===== src/rtl/sgcp_pkg.sv =====
// Shared constants and types for the serial gain command parser.
`default_nettype none

package sgcp_pkg;

  // Characters that the parser recognises.
  localparam logic [7:0] CH_SEMI  = 8'h3B;
  localparam logic [7:0] CH_MINUS = 8'h2D;
  localparam logic [7:0] CH_ZERO  = 8'h30;
  localparam logic [7:0] CH_NINE  = 8'h39;
  localparam logic [7:0] CH_A     = 8'h61;
  localparam logic [7:0] CH_B     = 8'h62;
  localparam logic [7:0] CH_C     = 8'h63;
  localparam logic [7:0] CH_D     = 8'h64;

  // Width of the digit accumulator and of the result fields.
  localparam int ACC_W   = 30;
  localparam int VALUE_W = 31;
  localparam int GAIN_W  = 33;

  // Codes for the gain that a command updates.
  typedef enum logic [1:0] {
    TGT_NONE  = 2'd0,
    TGT_ONE   = 2'd1,
    TGT_TWO   = 2'd2,
    TGT_THREE = 2'd3
  } target_t;

  // Result of one byte as seen by the output stage.
  typedef struct packed {
    logic               hit;
    target_t            target;
    logic [VALUE_W-1:0] value;
    logic [GAIN_W-1:0]  gain;
  } result_t;

endpackage

`default_nettype wire


===== src/rtl/sgcp_line_parser.sv =====
// Line state of the parser and the decode of one byte into a result.
`default_nettype none

module sgcp_line_parser #(
  parameter int LINE_LENGTH = 10
) (
  input  wire logic             clk,
  input  wire logic             rst,
  input  wire logic             take,
  input  wire logic [7:0]       rx_byte,
  output sgcp_pkg::result_t     result
);

  localparam int POS_W = (LINE_LENGTH > 1) ? $clog2(LINE_LENGTH) : 1;
  localparam logic [POS_W-1:0] LAST_POS = POS_W'(LINE_LENGTH - 1);

  logic [POS_W-1:0]             char_position;
  logic [POS_W-1:0]             char_position_next;
  logic [7:0]                   command_letter;
  logic [7:0]                   command_letter_next;
  logic                         minus_seen;
  logic                         minus_seen_next;
  logic                         number_closed;
  logic                         number_closed_next;
  logic                         digits_seen;
  logic                         digits_seen_next;
  logic [sgcp_pkg::ACC_W-1:0]   digit_accumulator;
  logic [sgcp_pkg::ACC_W-1:0]   digit_accumulator_next;

  logic                         is_semi;
  logic                         is_digit;
  logic                         is_minus;
  logic                         is_letter;
  logic [sgcp_pkg::ACC_W-1:0]   acc_times_ten;
  logic [sgcp_pkg::VALUE_W-1:0] magnitude;
  logic [sgcp_pkg::VALUE_W-1:0] value;
  logic [sgcp_pkg::GAIN_W-1:0]  value_ext;

  // Character classes.
  assign is_semi   = (rx_byte == sgcp_pkg::CH_SEMI);
  assign is_minus  = (rx_byte == sgcp_pkg::CH_MINUS);
  assign is_digit  = (rx_byte >= sgcp_pkg::CH_ZERO) && (rx_byte <= sgcp_pkg::CH_NINE);
  assign is_letter = (rx_byte >= sgcp_pkg::CH_A) && (rx_byte <= sgcp_pkg::CH_D);

  // Multiply by ten with two shifts and an add, then add the digit, kept to 30 bits.
  assign acc_times_ten = (digit_accumulator << 3) + (digit_accumulator << 1)
                         + sgcp_pkg::ACC_W'(rx_byte[3:0]);

  // Signed value of the number so far, and its sign extension to gain width.
  assign magnitude = {1'b0, digit_accumulator};
  assign value     = minus_seen ? (~magnitude + 1'b1) : magnitude;
  assign value_ext = {{(sgcp_pkg::GAIN_W - sgcp_pkg::VALUE_W){value[sgcp_pkg::VALUE_W-1]}},
                      value};

  // Next line state and the result that a ';' gives.
  always_comb begin
    char_position_next     = char_position;
    command_letter_next    = command_letter;
    minus_seen_next        = minus_seen;
    number_closed_next     = number_closed;
    digits_seen_next       = digits_seen;
    digit_accumulator_next = digit_accumulator;
    result.hit    = 1'b0;
    result.target = sgcp_pkg::TGT_NONE;
    result.value  = '0;
    result.gain   = '0;

    if (is_semi) begin
      result.hit = 1'b1;
      if (char_position != '0) begin
        result.value = value;
        case (command_letter)
          sgcp_pkg::CH_A: begin
            result.target = sgcp_pkg::TGT_ONE;
            result.gain   = value_ext;
          end
          sgcp_pkg::CH_B: begin
            result.target = sgcp_pkg::TGT_TWO;
            result.gain   = {value_ext[sgcp_pkg::GAIN_W-2:0], 1'b0};
          end
          sgcp_pkg::CH_C: begin
            result.target = sgcp_pkg::TGT_THREE;
            result.gain   = {value_ext[sgcp_pkg::GAIN_W-3:0], 2'b00};
          end
          default: begin
            result.target = sgcp_pkg::TGT_NONE;
          end
        endcase
      end
      char_position_next = '0;
    end else if (is_minus || is_digit || is_letter) begin
      if (char_position == '0) begin
        // The first accepted byte of a line is the command letter.
        command_letter_next    = rx_byte;
        minus_seen_next        = 1'b0;
        number_closed_next     = 1'b0;
        digits_seen_next       = 1'b0;
        digit_accumulator_next = '0;
      end else if (!number_closed) begin
        if (is_digit) begin
          digit_accumulator_next = acc_times_ten;
          digits_seen_next       = 1'b1;
        end else if (is_minus && !minus_seen && !digits_seen) begin
          minus_seen_next = 1'b1;
        end else begin
          number_closed_next = 1'b1;
        end
      end
      char_position_next = (char_position == LAST_POS) ? '0 : char_position + 1'b1;
    end
  end

  // Line state registers.
  always_ff @(posedge clk) begin
    if (rst) begin
      char_position     <= '0;
      command_letter    <= '0;
      minus_seen        <= 1'b0;
      number_closed     <= 1'b0;
      digits_seen       <= 1'b0;
      digit_accumulator <= '0;
    end else if (take) begin
      char_position     <= char_position_next;
      command_letter    <= command_letter_next;
      minus_seen        <= minus_seen_next;
      number_closed     <= number_closed_next;
      digits_seen       <= digits_seen_next;
      digit_accumulator <= digit_accumulator_next;
    end
  end

endmodule

`default_nettype wire


===== src/rtl/serial_gain_command_parser_core.sv =====
// Top level of the serial gain command parser: input register, parser and result register.
`default_nettype none

// The block takes one received byte per cycle and gives one result item for every
// ';', from a line made of a command letter and a decimal number (atoi rules).
// An item is registered in the input register and moves into the parser when the result
// register can take it; the result that a ';' gives is registered in the result register.
// A new byte can be accepted in every cycle; the only hold-off is a full
// result register that is itself stalled. All work for a byte is one compare
// chain and a shift-and-add multiply by ten between those two registers.

module serial_gain_command_parser_core #(
  parameter int LINE_LENGTH = 10
) (
  input  wire logic                                clk,
  input  wire logic                                rst,
  input  wire logic                                in_valid,
  output      logic                                in_stall,
  input  wire logic [7:0]                          rx_byte,
  output      logic                                out_valid,
  input  wire logic                                out_stall,
  output      logic [1:0]                          target,
  output      logic signed [sgcp_pkg::VALUE_W-1:0] parsed_value,
  output      logic signed [sgcp_pkg::GAIN_W-1:0]  gain_value
);

  logic              s1_valid;
  logic [7:0]        s1_byte;
  logic              advance;
  logic              take;
  sgcp_pkg::result_t result;

  // The input register moves on unless the result register is full and stalled.
  assign advance  = !(out_valid && out_stall);
  assign take     = s1_valid && advance;
  assign in_stall = s1_valid && !advance;

  // Input register.
  always_ff @(posedge clk) begin
    if (rst) begin
      s1_valid <= 1'b0;
    end else if (!in_stall) begin
      s1_valid <= in_valid;
    end
  end

  always_ff @(posedge clk) begin
    if (in_valid && !in_stall) begin
      s1_byte <= rx_byte;
    end
  end

  sgcp_line_parser #(
    .LINE_LENGTH(LINE_LENGTH)
  ) u_parser (
    .clk    (clk),
    .rst    (rst),
    .take   (take),
    .rx_byte(s1_byte),
    .result (result)
  );

  // Result register.
  always_ff @(posedge clk) begin
    if (rst) begin
      out_valid <= 1'b0;
    end else if (take && result.hit) begin
      out_valid <= 1'b1;
    end else if (!out_stall) begin
      out_valid <= 1'b0;
    end
  end

  always_ff @(posedge clk) begin
    if (take && result.hit) begin
      target       <= result.target;
      parsed_value <= result.value;
      gain_value   <= result.gain;
    end
  end

  // A result with no target carries a zero gain.
  assert property (@(posedge clk) disable iff (rst)
    out_valid && (target == sgcp_pkg::TGT_NONE) |-> gain_value == '0)
    else $error("gain given without a target");

  // Gain one takes the parsed value unchanged.
  assert property (@(posedge clk) disable iff (rst)
    out_valid && (target == sgcp_pkg::TGT_ONE) |->
      gain_value == {{(sgcp_pkg::GAIN_W - sgcp_pkg::VALUE_W){parsed_value[sgcp_pkg::VALUE_W-1]}},
                     parsed_value})
    else $error("gain one differs from parsed value");

  // Gain three is a multiple of four.
  assert property (@(posedge clk) disable iff (rst)
    out_valid && (target == sgcp_pkg::TGT_THREE) |-> gain_value[1:0] == 2'b00)
    else $error("gain three not scaled by four");

  // Input is held off only behind a full, stalled result register.
  assert property (@(posedge clk) disable iff (rst)
    in_stall |-> out_valid && out_stall)
    else $error("input stalled with room in the result register");

  // A ';' that moves forward always gives a result in the next cycle.
  assert property (@(posedge clk) disable iff (rst)
    take && (s1_byte == sgcp_pkg::CH_SEMI) |=> out_valid)
    else $error("terminator without a result item");

endmodule

`default_nettype wire

===== config.mk =====
export PLATFORM = sky130hd
export DESIGN_NAME = serial_gain_command_parser_core
export DESIGN_NICKNAME = d
export VERILOG_FILES = /design/src/rtl/sgcp_pkg.sv /design/src/rtl/sgcp_line_parser.sv /design/src/rtl/serial_gain_command_parser_core.sv
export SDC_FILE = /design/constraint.sdc
export NUM_CORES = 1
export LEC_CHECK = 0
export BUFFER_PORTS_ARGS = -buffer_cell sky130_fd_sc_hd__buf_4
export CAP_MARGIN = 10
export CORE_UTILIZATION = 40
export DETAILED_ROUTE_END_ITERATION = 16
export PLACE_DENSITY = 0.63
export RECOVER_POWER = 100
export SYNTH_ARGS = -nofsm -noshare
export SYNTH_HDL_FRONTEND = slang
export SYNTH_HIERARCHICAL = 1
export SYNTH_SLANG_ARGS = --single-unit

===== constraint.sdc =====
create_clock -name clk -period 8.3 [get_ports clk]
set_clock_uncertainty 0.1 [all_clocks]
set_input_delay 1.66 -clock clk [delete_from_list [all_inputs] [get_ports clk]]
set_output_delay 1.66 -clock clk [all_outputs]
set_load 0.03 [all_outputs]

# After elaboration in Yosys (flattened, before gate mapping)
# Index checks and enable logic that the tools add are counted.
[word_totals]
ff_bits = 121
input_bits = 12
output_inout_bits = 68
wordCells = 81
[op_classes]
addsub = 4
magnitude_cmp = 4
eq_ne = 9
mux = 24
bitwise = 2
n_reduce_logical = 26
[op_table]
columns = ["cell", "count"]
rows = [
  ["$pmux W33 S3", 1],
  ["$mux W30", 3],
  ["$mux W67", 1],
  ["$mux W66", 1],
  ["$add A31 B1 Y31 const B", 1],
  ["$mux W31", 1],
  ["$not A30 Y31", 1],
  ["$add A30 B30 Y30", 1],
  ["$add A30 B4 Y30", 1],
  ["$eq A8 B7 Y1 const B", 3],
  ["$eq A8 B6 Y1 const B", 2],
  ["$mux W1", 13],
  ["$mux W4", 3],
  ["$logic_and A1 B1 Y1", 9],
  ["$ge A8 B6 Y1 const B", 1],
  ["$ge A8 B7 Y1 const B", 1],
  ["$le A8 B6 Y1 const B", 1],
  ["$le A8 B7 Y1 const B", 1],
  ["$pmux W2 S3", 1],
  ["$reduce_and A6 Y1", 1],
  ["$reduce_bool A2 Y1", 3],
  ["$reduce_and A5 Y1", 1],
  ["$add A4 B1 Y4 const B", 1],
  ["$eq A4 B4 Y1 const B", 1],
  ["10 further kinds", 16],
]

# Logic depth before layout (Yosys ltp)
# Gate-level depths: netlist of the first run.
[depth]
word_depth = 8
ltp_mapped = 12

# Cells and area by module
# Netlist of the first run, hierarchy kept.
[modules_own_cells]
columns = ["mod", "instances", "cells_each", "area_each_um2"]
rows = [
  ["sgcp_line_parser", 1, 727, 5261.3],
  ["serial_gain_command_parser_core", 1, 86, 2316.0],
]

# Least setup slack after synthesis of the first run
# No wires, ideal clock.
[synth_timing]
kind = "input -> register"
startpoint = "input out_stall"
endpoint = "register gain_value[0] in the netlist's numbering, enable pin"
setup_ns = 0.512
arrival_time_ns = 4.886
t_required_ns = 7.688
setup_slack_ns = 2.802
path_stages = 1
n_path_buf = 0
cell_sequence = "a21oi_1"
[synth_via]
elab_chain_len = 4
[synth_rtl]
columns = ["item", "line", "text"]
rows = [
  ["from (decl)", "serial_gain_command_parser_core.sv:21", "input wire logic out_stall,"],
  ["$logic_and A1 B1 Y1", "serial_gain_command_parser_core.sv:34", "assign advance = !(out_valid && out_stall);"],
  ["$logic_not A1 Y1", "serial_gain_command_parser_core.sv:34", ""],
  ["$logic_and A1 B1 Y1", "serial_gain_command_parser_core.sv:35", "assign take = s1_valid && advance;"],
  ["$logic_and A1 B1 Y1", "serial_gain_command_parser_core.sv:75", "if (take && result.hit) begin"],
  ["to (signal assigned)", "serial_gain_command_parser_core.sv:78", "gain_value <= result.gain;"],
  ["to (decl)", "serial_gain_command_parser_core.sv:24", "output logic signed [sgcp_pkg::GAIN_W-1:0] gain_value"],
]
# No other way between the ends.
# A chain may end at the register's enable or synchronous reset.

# Final worst setup path of the first run
[layout_timing]
startpoint = "input out_stall"
endpoint = "register u_parser/digit_accumulator[20] in the netlist's numbering"
[layout_via]
elab_chain_len = 4
[layout_rtl]
columns = ["item", "line", "text"]
rows = [
  ["$logic_and A1 B1 Y1", "serial_gain_command_parser_core.sv:34", ""],
  ["$logic_not A1 Y1", "serial_gain_command_parser_core.sv:34", ""],
  ["$logic_and A1 B1 Y1", "serial_gain_command_parser_core.sv:35", ""],
  ["named net take", "serial_gain_command_parser_core.sv:30", "logic take;"],
  ["$reduce_and A5 Y1 (no line)", "-", ""],
  ["to (signal assigned)", "sgcp_line_parser.sv:128", "digit_accumulator <= digit_accumulator_next;"],
  ["to (decl)", "sgcp_line_parser.sv:27", "logic [sgcp_pkg::ACC_W-1:0] digit_accumulator;"],
]
# The timed path passes the listed nets, and every way through them passes these cells.

==> out/summary.txt, run 1 <==
Final count of hold timing violations -> 0
Nets -> 946
Period Utilization, post-route -> 66.3%
P_sw -> 0.303 mW
CP Cell Sequence -> clkbuf_1 > nand2_1 > and2_0 > nand2_1 > nor4_1 > o21ai_0 > and2_0 > a22o_1
RePlAce Congestion -> 0.870
Post-synth top flop -> edfxtp_1
Global-route wire length before repair -> 30.7 mm
Wire length per cell after detailed routing -> 17.0 um
Number of resized instances in the post-cts repair step -> 0
Post-synthesis instance area -> 0.00758 mm2
Post-synthesis mux area share -> 1.07%
Area share of the largest cell type after synthesis -> 29.3%
Synth Area in XOR/XNOR -> 6.34%
Count of input and output buffers -> 79
Max-slew headroom -> -132%
Part of the total power dissipated in the clock network -> 54.9%
Design internal power -> 1.16 mW
Fin crit period -> 5510 ps
Failing checks -> max-capacitance violations, max-slew violations
Via/cell ratio -> 5.65
1st-iter DRT viols -> 398
Worst path slowest cell -> o21ai_0
Post-synthesis async set-or-reset flop share -> 0%
Pin slew with the least headroom to its limit -> 3490 ps
Fraction of the yosys area taken by sequential cells -> 41.7%
Total of flip-flops plus latches after synthesis -> 121
Max capacitance violation total -> 2
Fraction of the mapped netlist area in compound gates -> 18.8%
GRT Total Usage -> 19.6%
CORE AREA -> 0.0183 mm2
Die height -> 140 um
Dominant combinational cell family by area after synthesis -> simple AND/OR/NAND/NOR gates
Synthesized netlist cell count -> 813
Clk slew on worst S/H paths -> 60 ps
Syn_nets -> 885
Number of setup buffers added after CTS -> 0
Post-Synth Adder-Cell Area -> 10.1%
Remaining global-route overflow -> 0
Detailed-placement wirelength estimate -> 13.7 mm
Die width -> 140 um
Hold WC Path Type -> flop to flop
Element type at the critical path end -> flop
Number of synthesized flops with an enable pin -> 74
P per Cell Area -> 169 mW/mm2
Die area -> 0.0195 mm2
Final-layout worst hold slack -> 374 ps
Cell leakage power -> 3.38 nW
IO Count -> 80
Top area cells in the synthesized netlist -> edfxtp_1 29%, dfxtp_1 12%, ha_1 9.6%
First drt pass iteration count -> 5
Number of buffers between clock root and the deepest sink -> 2
Number of cell rows -> 49
Routed via count -> 6305
CP Launch Type -> primary input
Setup slack after placement -> 4380 ps
Post-layout instance area -> 0.00866 mm2
Initial core utilization -> 41.5%
Worst Setup Path Type -> primary input to flop
Dpl cell area -> 0.00834 mm2
Number of pins exceeding their max-slew limit in the final report -> 91
Number of global-route vias before repair -> 5953
Final routed DRC violation total -> 0
Clock latency at the later pin of the worst-skew pair -> 410 ps
Max FO, Critical Path -> 23
Min setup slack post-route -> 2790 ps
Req. time, crit path -> 8500 ps
Setup violation total in the final timing report -> 0
Share of post-route cells with drive strength above 1 -> 6.43%
Initial antenna violation count -> 0
Pin count of the biggest net entering global routing -> 67
Diode insertion count for antenna repair -> 0
TNS Setup -> 0 ps
Total Wirelength -> 18.9 mm
TritonCTS buffer count -> 17
Worst IR Drop VDD -> 0.000109 V
Basic-gate share of the synthesized area counting and, or, nand and nor cells -> 19.0%
Number of sinks driven by the clock tree -> 121
Cell type with the highest aggregate area in the netlist -> edfxtp_1
Max H-tree Level -> 4
CTS Root Buffer Type -> clkbuf_16
Synth warn -> 6
Layout overhead on the synthesized area -> 14.3%
Critical path's largest stage delay -> 1320 ps
Arrival time of data at the critical path endpoint -> 5700 ps
RSZ-0062 raised after global routing -> no
Outcome -> finished with violations
TritonCTS clock tree -> done
Average instance area after synthesis -> 9.32 um2
Cts-stage hold buffer count -> 0
Maximum achievable frequency -> 182 MHz
Proportion of power drawn by flip-flops and latches -> 43.7%
Final core utilization -> 47.4%
Switching part of the total power -> 20.7%
Number of nets with antenna violations after routing -> 0
Distinct cell type count of the synthesized netlist -> 77
Combinational share of power -> 1.4%
==> power groups by stage <==
stage	Combinational [mW]	Sequential, mW	Clock, mW
after floorplan	0.0142	0.650	0
after global placement	0.0206	0.652	0
final	0.0199	0.640	0.804
after CTS	0.0212	0.640	0.817
after detailed placement	0.0210	0.652	0
after global routing	0.0221	0.640	0.842
==> area by class of cell <==
type                    count  area [um2]
flip-flops and latches    121        3160
inverters                  17        63.8
fillers                  1805        9610
repair buffers             83         353
clock buffers              18         439
well taps                 229         287
clock inverters            14         206
multi-input cells         634        4150
==> flip-flops by register name, summed over array words and instances, names as in the netlist, 2 cells and up <==
signal,cells
u_parser/digit_accumulator,30
gain_value,33
parsed_value,31
u_parser/char_position,4
s1_byte,8
target,2
u_parser/command_letter,8
==> synth_stat cells (3+ instances only) <==
cell type / instances
a22o_1: 3
mux2i_1: 7
nand2_1: 80
buf_2: 3
or2_2: 3
nor2b_1: 9
ha_1: 58
a22oi_1: 6
nor4_1: 3
xor2_1: 30
a221oi_1: 4
or4_1: 4
inv_1: 17
a32o_1: 3
o22a_1: 6
o31a_1: 4
dfxtp_1: 47
xnor2_1: 23
nor3_1: 20
o21ai_1: 3
nor2_1: 110
nand3_1: 11
clkbuf_1: 35
and3_1: 4
a31oi_1: 5
and2_1: 6
a211oi_1: 8
o31ai_1: 8
o211ai_1: 6
or3_1: 10
a21oi_1: 49
o21ai_0: 50
o21a_1: 5
o41ai_1: 7
o21bai_1: 3
nand2b_1: 9
edfxtp_1: 74
o221ai_1: 9
nand4_1: 13
a21o_1: 11
==> placed cells by master (no fill, tap or decap), types with 8 or more instances in the layout <==
cell type / count
clkbuf_16: 17
nand3_1: 12
a21oi_1: 48
o21ai_0: 54
or3_1: 10
clkbuf_4: 8
nand2_1: 80
ha_1: 58
inv_1: 17
inv_6: 8
o31ai_1: 8
edfxtp_1: 74
o221ai_1: 9
nor3_1: 21
xor2_1: 30
nand4_1: 13
clkbuf_1: 72
nand2b_1: 9
a211oi_1: 8
xnor2_1: 23
a21o_1: 11
nor2_1: 110
nor2b_1: 9
dfxtp_1: 47
==> cells by family (layout without fill, tap and decap cells) <==
group,Yosys count,in the layout
buffers and inverters,58,132
adders and majority gates,60,60
and+or+nand+nor,299,299
AOI/OAI and AO/OA,213,213
muxes,8,8
xor gates and xnor gates,54,54
DFF,121,121
==> metal layers <==
metal  up-vias  part of all wire, %  GRT usage (%)
li1       3133                    -              -
met1      2966                   48           26.9
met2       189                   46           31.3
met3        17                  4.9           3.13
met4         0                  1.0           6.71
met5         -                    0              0
==> per-stage QoR <==
stage | std cells | power [mW]
after floorplan | 813 | 0.665
after global placement | 1084 | 0.673
after detailed placement | 1084 | 0.673
after CTS | 1116 | 1.48
after global routing | 1116 | 1.50
final | 1116 | 1.46
==> worst max-delay path, delay by kind of cell <==
family / cells / cell delay (ps)
AOI/OAI and AO/OA: 2 / 1680
buffers and inverters: 1 / 140
and+or+nand+nor: 5 / 2220
==> path summary, 6_finish.rpt <==
path,start,to,slack [ps],cells past startpoint
setup reg to reg,s1_byte[1]$_DFFE_PP_,u_parser/digit_accumulator[20]$_SDFFE_PP0P_,3330,6
hold reg to reg,u_parser/command_letter[7]$_SDFFE_PP0P_,u_parser/command_letter[7]$_SDFFE_PP0P_,370,1
setup / recovery,out_stall,u_parser/digit_accumulator[20]$_SDFFE_PP0P_,2790,8
hold / removal,u_parser/command_letter[7]$_SDFFE_PP0P_,u_parser/command_letter[7]$_SDFFE_PP0P_,370,1
No activity file was read; power rests on OpenSTA's default activity.
==> run 2: changes to the inputs <==
==> constraint.sdc (replaced) <==
create_clock -name clk -period 5.7 [get_ports clk]
set_clock_uncertainty 0.1 [all_clocks]
set_input_delay 1.14 -clock clk [delete_from_list [all_inputs] [get_ports clk]]
set_output_delay 1.14 -clock clk [all_outputs]
set_load 0.03 [all_outputs]
==> run 2 against run 1 <==
- the flow still finishes with violations (max-capacitance violations, max-slew violations)
- design area fell by 0.45%
- combinational power up 47%
- wire length increased by 2.0%
- first-iteration DRC count up 11%
- sequential share of layout area up 0.16 points
- via count rose by 1.2%
- critical path depth up 1
- clock power rose by 36%
- cell count is essentially flat
- core utilization fell by 0.21 points
- die area unchanged
- register-to-register slack lost 1900 ps
==> out/summary.txt, run 2 (synthesis results as in run 1) <==
Number of buffers between clock root and the deepest sink -> 2
RSZ-0062 raised after global routing -> no
Pin count of the biggest net entering global routing -> 67
Combinational share of power -> 1.4%
First drt pass iteration count -> 5
RePlAce Congestion -> 0.897
Filler Cells Inserted -> 1802
Die width -> 140 um
TritonCTS buffer count -> 17
CTS Root Buffer Type -> clkbuf_16
Setup violation total in the final timing report -> 0
Count of input and output buffers -> 79
Flip-flop count of the largest register, all copies and words added -> 33
Critical path's largest stage delay -> 1140 ps
Period Utilization, post-route -> 74.9%
Number of setup buffers added after CTS -> 0
Diode insertion count for antenna repair -> 0
P per Cell Area -> 238 mW/mm2
Element type at the critical path end -> flop
CORE AREA -> 0.0183 mm2
Worst Setup Path Type -> primary input to flop
Remaining global-route overflow -> 0
Cell Count, Final, Fillers Out -> 1117
Max H-tree Level -> 4
Nets -> 947
Worst IR Drop VDD -> 0.000200 V
Fin crit period -> 4270 ps
Most common cell after layout, fill and taps aside -> nor2_1
Pin slew with the least headroom to its limit -> 1650 ps
Layout overhead on the synthesized area -> 13.8%
Max-slew headroom -> -9.75%
Number of cell rows -> 49
CP Cell Sequence -> clkbuf_1 > nand2_1 > and2_1 > nand2_1 > nor4_1 > o21ai_2 > nor2_1 > nand2_1 > o21ai_0
Clk slew on worst S/H paths -> 60 ps
Number of sinks driven by the clock tree -> 121
Proportion of power drawn by flip-flops and latches -> 45.3%
Max FO, Critical Path -> 23
Worst path slowest cell -> nor4_1
Arrival time of data at the critical path endpoint -> 4500 ps
Cell leakage power -> 3.37 nW
Req. time, crit path -> 5930 ps
Share of post-route cells with drive strength above 1 -> 6.42%
TNS Setup -> 0 ps
Initial antenna violation count -> 0
Detailed-placement wirelength estimate -> 14.0 mm
Number of nets with antenna violations after routing -> 0
Number of resized instances in the post-cts repair step -> 0
P_sw -> 0.429 mW
Switching part of the total power -> 20.9%
TritonCTS clock tree -> done
Total Wirelength -> 19.3 mm
Number of pins exceeding their max-slew limit in the final report -> 78
Die height -> 140 um
Initial core utilization -> 41.5%
Maximum achievable frequency -> 234 MHz
Final core utilization -> 47.2%
1st-iter DRT viols -> 440
Final-layout worst hold slack -> 386 ps
Part of the total power dissipated in the clock network -> 53.3%
Clock latency at the later pin of the worst-skew pair -> 420 ps
Dpl cell area -> 0.00834 mm2
Hold WC Path Type -> flop to flop
Wire length per cell after detailed routing -> 17.3 um
Placed insts -> 1085
IO Count -> 80
GRT Total Usage -> 20.1%
Via/cell ratio -> 5.71
Final count of hold timing violations -> 0
Most flops, register -> gain_value
Critical path's most frequent cell -> nand2_1
Die area -> 0.0195 mm2
Failing checks -> max-capacitance violations, max-slew violations
Biggest registers after layout -> gain_value (33), parsed_value (31), u_parser/digit_accumulator (30)
Max capacitance violation total -> 2
Global-route wire length before repair -> 31.1 mm
Cts-stage hold buffer count -> 0
Commonest cells after routing, fill and taps aside -> 111 x nor2_1, 80 x nand2_1, 74 x edfxtp_1
Post-layout instance area -> 0.00863 mm2
Design internal power -> 1.63 mW
CP Launch Type -> primary input
Routed via count -> 6381
Final routed DRC violation total -> 0
Number of global-route vias before repair -> 5940
Outcome -> finished with violations
-- run 2: area by class of cell --
class,count,area [um2],share of cell area [%]
inverter,17,63.8,0.740
clock buffer,18,429,4.98
timing repair buffer,84,362,4.19
clock inverter,14,173,2.00
tap,229,287,3.32
sequential,121,3160,36.7
multi-input combinational,634,4150,48.1
-- run 2: routing by layer --
metal  global-route usage [%]  share of wire (%)
met5                        0                  0
met4                     6.02                1.2
met3                     3.72                4.9
met2                     32.2                 46
met1                     27.5                 48
-- run 2: worst max-delay path: cells and delay by family --
family          cells  cell delay [ps]
buf+inv             1              130
compound gates      2              840
simple gates        6             2380
-- run 2: final timing paths --
check                                                from                                     endpoint  slack [ps]  cells past startpoint
hold reg to reg   u_parser/command_letter[7]$_SDFFE_PP0P_      u_parser/command_letter[7]$_SDFFE_PP0P_         390                      1
hold / removal    u_parser/command_letter[7]$_SDFFE_PP0P_      u_parser/command_letter[7]$_SDFFE_PP0P_         390                      1
setup / recovery                                out_stall  u_parser/digit_accumulator[18]$_SDFFE_PP0P_        1430                      9
setup reg to reg                     s1_byte[0]$_DFFE_PP_  u_parser/digit_accumulator[18]$_SDFFE_PP0P_        1430                      7
-- run 2: per-stage QoR --
stage	total power, mW	setup WS, ps
after floorplan	0.968	423
after global placement	0.980	2320
after detailed placement	0.980	2280
after CTS	2.07	2290
after global routing	2.11	1000
final	2.05	1430
-- run 2: power groups by stage --
stage / Combinational (mW) / Sequential, mW / Clock, mW
finish: 0.0293 / 0.931 / 1.09
global route: 0.0328 / 0.931 / 1.15
CTS: 0.0312 / 0.931 / 1.11
detailed placement: 0.0311 / 0.949 / 0
global placement: 0.0312 / 0.949 / 0
floorplan: 0.0207 / 0.947 / 0
==> run 3: changes to the inputs <==
--- a/config.mk
+++ b/config.mk
@@ -5,11 +5,12 @@
 export SDC_FILE = /design/constraint.sdc
 export NUM_CORES = 1
 export LEC_CHECK = 0
+export ABC_AREA = 1
 export BUFFER_PORTS_ARGS = -buffer_cell sky130_fd_sc_hd__buf_4
 export CAP_MARGIN = 10
 export CORE_UTILIZATION = 40
 export DETAILED_ROUTE_END_ITERATION = 16
-export PLACE_DENSITY = 0.63
+export PLACE_DENSITY = 0.62
 export RECOVER_POWER = 100
 export SYNTH_ARGS = -nofsm -noshare
 export SYNTH_HDL_FRONTEND = slang
==> constraint.sdc (replaced) <==
create_clock -name clk -period 4.4 [get_ports clk]
set_clock_uncertainty 0.1 [all_clocks]
set_input_delay 0.88 -clock clk [delete_from_list [all_inputs] [get_ports clk]]
set_output_delay 0.88 -clock clk [all_outputs]
set_load 0.03 [all_outputs]
==> run 3 against run 2 <==
- the run still ends with max-capacitance violations, max-slew violations left
- core utilization shrank 1.2 points
- total power grew 23%
- clock power grew 16%
- synthesized cell count grew 53%
==> out/summary.txt, run 3 <==
Synthesized netlist cell count -> 1247
Via/cell ratio -> 5.02
Outcome -> finished with violations
Total Wirelength -> 23.6 mm
Number of sinks driven by the clock tree -> 121
Global-route wire length before repair -> 38.7 mm
Post-synth top flop -> edfxtp_1
Initial antenna violation count -> 0
Initial core utilization -> 40.9%
Die area -> 0.0222 mm2
Count of input and output buffers -> 79
Die height -> 149 um
Cts-stage hold buffer count -> 0
Maximum achievable frequency -> 303 MHz
Nets -> 1391
Fraction of the yosys area taken by sequential cells -> 36.6%
Layout overhead on the synthesized area -> 12.4%
Proportion of power drawn by flip-flops and latches -> 47.9%
Post-Synth Adder-Cell Area -> 8.87%
Share of post-route cells with drive strength above 1 -> 4.50%
Part of the total power dissipated in the clock network -> 50.1%
Diode insertion count for antenna repair -> 0
Wire length per cell after detailed routing -> 14.7 um
Most common cell after layout, fill and taps aside -> nand2_1
Overall power of the completed layout -> 2.52 mW
Post-synthesis async set-or-reset flop share -> 0%
Clk slew on worst S/H paths -> 60 ps
Worst IR Drop VDD -> 0.000227 V
Number of global-route vias before repair -> 7802
Biggest registers after layout -> gain_value (33), parsed_value (31), u_parser/digit_accumulator (30)
Filler Cells Inserted -> 2200
Max capacitance violation total -> 2
Fin crit period -> 3300 ps
Basic-gate share of the synthesized area counting and, or, nand and nor cells -> 33.5%
Remaining global-route overflow -> 0
Top cell types by occurrence after synthesis -> 386 x nand2_1, 191 x inv_1, 135 x nor2_1, 110 x nand3_1, 82 x a21oi_1
Synth Area in XOR/XNOR -> 3.04%
Final count of hold timing violations -> 0
Top area cells in the synthesized netlist -> edfxtp_1 26%, nand2_1 17%, dfxtp_1 11%
Req. time, crit path -> 4560 ps
RePlAce Congestion -> 0.940
Pin slew with the least headroom to its limit -> 2050 ps
Element type at the critical path end -> flop
Period Utilization, post-route -> 75.1%
Cell leakage power -> 4.66 nW
Number of setup buffers added after CTS -> 0
Fraction of the mapped netlist area in compound gates -> 7.72%
Cell type with the highest aggregate area in the netlist -> edfxtp_1
CORE AREA -> 0.0211 mm2
Synth warn -> 6
Number of resized instances in the post-cts repair step -> 0
Failing checks -> max-capacitance violations, max-slew violations
Dominant combinational cell family by area after synthesis -> simple AND/OR/NAND/NOR gates
1st-iter DRT viols -> 558
CP Launch Type -> flop
Detailed-placement wirelength estimate -> 17.9 mm
Max H-tree Level -> 4
RSZ-0062 raised after global routing -> no
GRT Total Usage -> 22.3%
Die width -> 149 um
Arrival time of data at the critical path endpoint -> 3460 ps
Number of buffers between clock root and the deepest sink -> 2
Clock latency at the later pin of the worst-skew pair -> 430 ps
Number of synthesized flops with an enable pin -> 74
Number of nets with antenna violations after routing -> 0
Post-synthesis mux area share -> 0%
TritonCTS clock tree -> done
Worst Reg2Reg Path Length in Cells -> 8
Worst Setup Path Type -> flop to flop
Average instance area after synthesis -> 6.92 um2
Design internal power -> 1.96 mW
P per Cell Area -> 260 mW/mm2
Flip-flop count of the largest register, all copies and words added -> 33
Most instantiated library cell after synthesis -> nand2_1
Final routed DRC violation total -> 0
Number of pins exceeding their max-slew limit in the final report -> 106
Switching part of the total power -> 22.2%
Commonest cells after routing, fill and taps aside -> 387 x nand2_1, 191 x inv_1, 138 x nor2_1
Routed via count -> 8067
Hold Path Depth -> 2
Distinct cell type count of the synthesized netlist -> 39
CTS Root Buffer Type -> clkbuf_16
TNS Setup -> 0 ps
Setup violation total in the final timing report -> 0
Most flops, register -> gain_value
TritonCTS buffer count -> 17
Final-layout worst hold slack -> 350 ps
IO Count -> 80
Combinational share of power -> 2.0%
Area share of the largest cell type after synthesis -> 25.7%
Syn_nets -> 1319
Pin count of the biggest net entering global routing -> 67
Total of flip-flops plus latches after synthesis -> 121
Max-slew headroom -> -36.7%
Max FO, Critical Path -> 35
Post-synthesis instance area -> 0.00863 mm2
Hold WC Path Type -> flop to flop
Number of cell rows -> 53
First drt pass iteration count -> 5
P_sw -> 0.560 mW
-- run 3: final cells by class --
| class | count | area [um2] | area share [%] |
|---|---|---|---|
| flip-flops and latches | 121 | 3160 | 32.6 |
| multi-input cells | 903 | 4570 | 47.1 |
| inverters | 192 | 721 | 7.43 |
| clock buffers | 21 | 460 | 4.75 |
| clock inverters | 11 | 76.3 | 0.787 |
| well taps | 275 | 344 | 3.55 |
| repair buffers | 84 | 369 | 3.80 |
-- run 3: path summary, 6_finish.rpt --
path	from	to	slack, ps
worst min register to register	u_parser/command_letter[6]$_SDFFE_PP0P_	u_parser/command_letter[6]$_SDFFE_PP0P_	350
worst max register to register	s1_byte[2]$_DFFE_PP_	gain_value[31]$_DFFE_PP_	1100
worst max-delay path	s1_byte[2]$_DFFE_PP_	gain_value[31]$_DFFE_PP_	1100
worst min-delay path	u_parser/command_letter[6]$_SDFFE_PP0P_	u_parser/command_letter[6]$_SDFFE_PP0P_	350
-- run 3: per-stage QoR --
step	worst slack [ps]	instances	util [%]	cell area [um2]
after CTS	1610	1607	47.4	9990
after global routing	801	1607	46.0	9700
after detailed placement	1620	1575	44.8	9460
after floorplan	258	1247	-	8640
after global placement	1590	1575	44.8	9460
final	1100	1607	46.0	9700
-- run 3: layer usage --
| metal | up-vias | track usage [%] | part of all wire (%) |
|---|---|---|---|
| met5 | - | 0 | 0 |
| met3 | 54 | 3.91 | 5.3 |
| met2 | 231 | 36.1 | 45 |
| li1 | 4138 | - | - |
| met1 | 3644 | 28.9 | 47 |
| met4 | 0 | 10.4 | 3.1 |
-- run 3: cell families after synthesis --
kind of cell,count (synthesis)
flip-flops,121
buffers and inverters,223
XOR/XNOR,30
AO/OA/AOI/OAI,127
adder cells (fa/ha/maj),60
AND/OR/NAND/NOR,686
-- run 3: critical path: stages (launching register included) --
cell      delay [ps]
edfxtp_1         500
inv_1            140
nand4_1          110
nor2_1           270
nand2_1          750
a31oi_2          630
buf_4            290
inv_2            160
a21oi_1          180
-- run 3: power by group through the flow --
stage,clock network [mW],registers [mW],logic (mW)
6_report,1.26,1.21,0.0513
5_1_grt,1.33,1.21,0.0581
4_1_cts,1.28,1.21,0.0534
3_5_place_dp,0,1.23,0.0533
3_3_place_gp,0,1.23,0.0530
2_1_floorplan,0,1.23,0.0344
